### src/sv/oaht_pkg.sv
`timescale 1ns / 1ps

package oaht_pkg;

    localparam int TABLE_SLOTS = 128;
    localparam int SLOT_W      = $clog2(TABLE_SLOTS);
    localparam int KEY_W       = 31;
    localparam int VAL_W       = 32;
    localparam int FUNC_W      = 2;
    localparam int STAT_W      = 2;
    localparam int MARK_W      = 2;

    typedef enum logic [FUNC_W-1:0] {
        FUNC_SEARCH = 2'd0,
        FUNC_INSERT = 2'd1,
        FUNC_DELETE = 2'd2
    } func_t;

    typedef enum logic [STAT_W-1:0] {
        ST_OK   = 2'd0,
        ST_MISS = 2'd1,
        ST_FULL = 2'd2
    } status_t;

    typedef enum logic [MARK_W-1:0] {
        MARK_EMPTY   = 2'd0,
        MARK_USED    = 2'd1,
        MARK_DELETED = 2'd2
    } mark_t;

    // Commands from the controller to the datapath
    typedef struct packed {
        logic load;
        logic read;
        logic advance;
        logic finish;
    } ctrl_cmd_t;

    // Status from the datapath to the controller
    typedef struct packed {
        logic concluded;
        logic out_free;
    } dp_stat_t;

endpackage

### src/sv/oaht_ctrl.sv
`timescale 1ns / 1ps

module oaht_ctrl (
    input  logic               aclk,
    input  logic               aresetn,
    input  logic               s_valid,
    output logic               s_ready,
    input  oaht_pkg::dp_stat_t stat,
    output oaht_pkg::ctrl_cmd_t cmd
);
    import oaht_pkg::*;

    typedef enum logic [1:0] {
        S_IDLE,
        S_READ,
        S_EVAL
    } state_t;

    state_t state_reg, state_next;
    logic   ready_reg, ready_next;

    always_comb begin
        state_next  = state_reg;
        ready_next  = ready_reg;
        cmd         = '0;
        case (state_reg)
            S_IDLE: begin
                if (s_valid && ready_reg) begin
                    cmd.load   = 1'b1;
                    state_next = S_READ;
                    ready_next = 1'b0;
                end
            end
            S_READ: begin
                cmd.read   = 1'b1;
                state_next = S_EVAL;
            end
            S_EVAL: begin
                if (!stat.concluded) begin
                    cmd.advance = 1'b1;
                    state_next  = S_READ;
                end else if (stat.out_free) begin
                    // hold here until the result register can take the result
                    cmd.finish = 1'b1;
                    state_next = S_IDLE;
                    ready_next = 1'b1;
                end
            end
            default: begin
                state_next = S_IDLE;
                ready_next = 1'b1;
            end
        endcase
    end

    always_ff @(posedge aclk) begin
        if (!aresetn) begin
            state_reg <= S_IDLE;
            ready_reg <= 1'b1;
        end else begin
            state_reg <= state_next;
            ready_reg <= ready_next;
        end
    end

    assign s_ready = ready_reg;

endmodule

### config.mk
export PLATFORM = sky130hd
export DESIGN_NAME = oaht_ctrl
export DESIGN_NICKNAME = d
export VERILOG_FILES = /design/src/sv/oaht_pkg.sv /design/src/sv/oaht_ctrl.sv
export SDC_FILE = /design/constraint.sdc
export NUM_CORES = 1
export LEC_CHECK = 0
export BUFFER_PORTS_ARGS = -buffer_cell sky130_fd_sc_hd__buf_4
export CAP_MARGIN = 20
export CORE_AREA = 2 2 39 41
export DETAILED_ROUTE_END_ITERATION = 8
export DIE_AREA = 0 0 41 43
export PLACE_DENSITY = 0.34
export REMOVE_ABC_BUFFERS = 1
export SETUP_SLACK_MARGIN = 0.15
export SYNTH_ARGS = -nofsm -noshare
export SYNTH_HDL_FRONTEND = slang
export SYNTH_SLANG_ARGS = --single-unit
export TNS_END_PERCENT = 100
### constraint.sdc
create_clock -name aclk -period 0.9 [get_ports aclk]
set_clock_uncertainty 0.05 [all_clocks]
set_input_delay 0.135 -clock aclk [delete_from_list [all_inputs] [get_ports aclk]]
set_output_delay 0.135 -clock aclk [all_outputs]
set_load 0.01 [all_outputs]
==> results.md <==
Outcome:
- The flow ran to the end, but the final reports show violations.
- The checks that failed: setup timing.

Clock tree:
- The maximum clock path buffer count is 2.
- The number of levels the H-tree was split into is 1.
- The master cell of the clock root buffer is sky130_fd_sc_hd__clkbuf_4.
- The later-pin clock latency in the skew report is 0.23 ns.
- Clock-pin slew was measured on the worst setup and hold paths at 0.04 ns.
- The number of CTS-inserted buffers is 3.
- The CTS sink count is 3.
- The CTS tree is built.
- Buffers inserted to repair hold after CTS numbered 0.

Routing:
- Once detail routing completed, the nets flagged for antenna violations numbered 0.
- After detailed routing, the average wire length per cell comes to 9.09 microns.
- For this run, the detailed router's first-pass iteration total came to 4.
- The highest signal layer in the routed design is met3.
- The final layout contains routed wiring with a total length of 482 microns.
- After detailed routing, the number of remaining DRC violations is 0.
- For this block, the initial DRC count from the detailed router was 1.
- The met2 layer wire length in the routed design is 215 microns.
- The total vias in the final route is 208.
- The met3 wire length is 73 microns.
- Dividing the detail-routed via count by the number of cells gives 3.92.
- The wire length on met1 is 193 microns.

Critical path:
- In this run the critical register-to-register path is captured at state_reg[1].
- The worst endpoint data arrival time is 1.01 ns.
- The worst-case reg-to-reg path depth is 3.
- The worst setup path is launched from a register.
- The maximum fanout along the worst path is 5.
- The setup path with the least slack is of type reg2out.
- The worst register-to-register path begins at state_reg[1].
- STA classifies the critical path endpoint as a primary output.
- The reg2reg setup slack is -0.07 ns.
- For the worst setup path, the data required time is 0.71 ns.
- The most critical setup path has its startpoint at state_reg[0].

Layout:
- The register with the most flip-flops in the layout has 2 of them.
- The fraction of layout cells with a size suffix above 1 is 73.0%.
- The post-layout net count is 43.
- The number of antenna repair diodes is 0.
- Summing all flip-flop and latch instances after layout gives 63.8 sq um.
- The area added between synthesis and finish is 115%.
- Leaving out fill and tap cells, the most frequent cells in the layout are sky130_fd_sc_hd__buf_4, sky130_fd_sc_hd__buf_6, sky130_fd_sc_hd__clkbuf_4, sky130_fd_sc_hd__dfxtp_2, sky130_fd_sc_hd__nand2b_1.
- In the final layout, the multi-input gates occupy 133 sq um.
- The fill cell instance count of the final layout is 158.
- The final cell count without fillers is 53.
- The most common library cell in the layout ignoring fill and taps is sky130_fd_sc_hd__buf_4.

Global routing:
- The first global-routing pass estimated 807 microns of wire.
- The largest net degree at the start of global routing is 7.
- The initial antenna violation count is 0.
- The number of global-route vias before repair came to 192.
- Summed over all layers, the global routing overflow is 0.
- Global routing used 7.12% of the available tracks.

Synthesis:
- After synthesis, the largest family of logic cells by area is simple AND/OR/NAND/NOR gates.
- The proportion of netlist area held by the largest area contributor is 35.3%.
- The synthesized-area fraction occupied by ao, oa, aoi and oai cells is 16.2%.
- By area the synthesized netlist is led by sky130_fd_sc_hd__dfxtp_1, sky130_fd_sc_hd__nand2b_1, sky130_fd_sc_hd__and4bb_1.
- During synthesis, Yosys emitted a total of 0 warnings.
- The number of instances in the synthesized netlist is 20.
- The library cell with the largest summed area after synthesis is sky130_fd_sc_hd__dfxtp_1.
- For this run, the register share of the synthesized area comes to 35.3%.
- Synthesis instantiated 14 different standard cells from the library.
- The mean instance size in the synthesized netlist is 8.51 sq um.
- Measured against the total synthesized area, the mux share comes to 0%.
- The share of synthesized cell area in and, or, nand and nor gates is 44.1%.
- The fraction of synthesized cell area in xor and xnor cells is 0%.
- The flop and latch count out of synthesis is 3.
- The adder-cell share of the synthesized area is 0%.
- After synthesis the cells add up to 170 sq um.

Hold path:
- The type of the most critical hold path is in2reg.
- The startpoint identified for the worst hold timing path is aresetn.
- The worst hold path endpoint is s_ready.
- The instance count along the most critical hold path is 2.

Placed design:
- Counting tap cells, the placed design contains a total of 47 instances.
- The worst setup slack after placement is -0.126 ns.
- The count of port buffers added during placement is 9.
- The weighted congestion reported at the end of routability-driven placement is 0.598.

Die:
- The initial standard-cell utilization of the core is 12.3%.
- The die outline height is 43 microns.
- The total number of placement rows is 14.
- The total area inside the core boundary comes to 0.00138 sq mm.
- Measured along the x axis, the die boundary spans 41 microns.
- During I/O placement, the number of pins put on the boundary was 10.
- The die covers 0.00176 sq mm.

Timing:
- The share of the cycle needed by the critical path after routing is 132%.
- For the final routed database, the setup TNS stands at -1.23 ns.
- The top achievable clock speed is 0.839 GHz.
- The final count of pins violating max slew is 0.
- Once routing completed, OpenROAD measured the worst setup slack at -0.292 ns.
- Setup repair after global routing could not meet its margin everywhere.
- The transition time at the pin with the least slew margin is 0.258 ns.
- For the finished layout, the period the worst path requires is 1.19 ns.
- The count of endpoints failing hold in the final timing report is 0.
- The worst hold margin is 0.0498 ns.
- Setup violations remaining at the end of the flow were counted as 6.
- Headroom to the max-slew limit came out at 82.7%.

Power:
- Total power for the finished layout comes to 0.543 mW.
- The power per cell area is 1480 mW/mm^2.
- The analysis attributes to cell leakage a power of 0.159 nW.
- IR analysis of the VDD net gives a maximum drop of 301 uV.

Flow run:
- Max-cap violations in this run came to 0.
## Yosys cell counts
cell                       instances
sky130_fd_sc_hd__dfxtp_1           3
sky130_fd_sc_hd__nand3b_1          1
sky130_fd_sc_hd__buf_4             1
sky130_fd_sc_hd__a211oi_1          1
sky130_fd_sc_hd__nor3b_1           1
sky130_fd_sc_hd__nor2_1            3
sky130_fd_sc_hd__and4bb_1          1
sky130_fd_sc_hd__nand2b_1          3
sky130_fd_sc_hd__o21a_1            1
sky130_fd_sc_hd__o31ai_1           1
sky130_fd_sc_hd__nand2_1           1
sky130_fd_sc_hd__nor2b_1           1
sky130_fd_sc_hd__a21oi_1           1
sky130_fd_sc_hd__and2_2            1
## timing repair
item / 4_1_cts / 5_1_grt
pin swaps: 2 / 4
setup endpoints to repair: 8 / 8
resized for setup: 8 / 7
buffers inserted: 1 / 1
## layer usage
layer  up-vias  GRT usage (%)
li1        103              -
met1        93           9.29
met2        12           7.50
met3         0           3.14
met4         0           8.00
met5         -              0
## power by group
part           switching, mW  leakage, nW  internal, mW
logic                 0.0578        0.119        0.0949
registers            0.00999       0.0255         0.148
clock network         0.0671       0.0150         0.166
## how the worst max path moves through the flow
stage             end  slack (ns)  cells after the start
3_3_place_gp   cmd[0]       -0.10                      4
2_1_floorplan  cmd[3]       -0.02                      2
3_5_place_dp   cmd[3]       -0.13                      3
4_1_cts        cmd[1]       -0.32                      4
5_1_grt        cmd[3]       -0.34                      3
6_report       cmd[0]       -0.29                      4
## worst max-delay path: stages, from the launching register on
cell and delay [ns]:
sky130_fd_sc_hd__dfxtp_2 0.32, sky130_fd_sc_hd__buf_6 0.12, sky130_fd_sc_hd__nand2b_4 0.14, sky130_fd_sc_hd__nor2_2 0.08, sky130_fd_sc_hd__buf_4 0.12
## metrics by stage
| step | cell area [sq um] | utilization [%] |
|---|---|---|
| floorplan | 163 | - |
| global placement | 273 | 19.7 |
| detailed placement | 273 | 19.7 |
| CTS | 334 | 24.1 |
| global route | 367 | 26.5 |
| finish | 367 | 26.5 |
## cell type report
cell class / count / area share (%)
Sequential cell: 3 / 17.4
Timing Repair Buffer: 14 / 33.8
Multi-Input combinational cell: 16 / 36.2
Tap cell: 16 / 5.46
Clock buffer: 4 / 7.17
## cells by family after synthesis
family / after synthesis
DFF: 3
AOI/OAI and AO/OA: 4
buffers and inverters: 1
and+or+nand+nor: 12
Power figures use the tool's default switching activity.
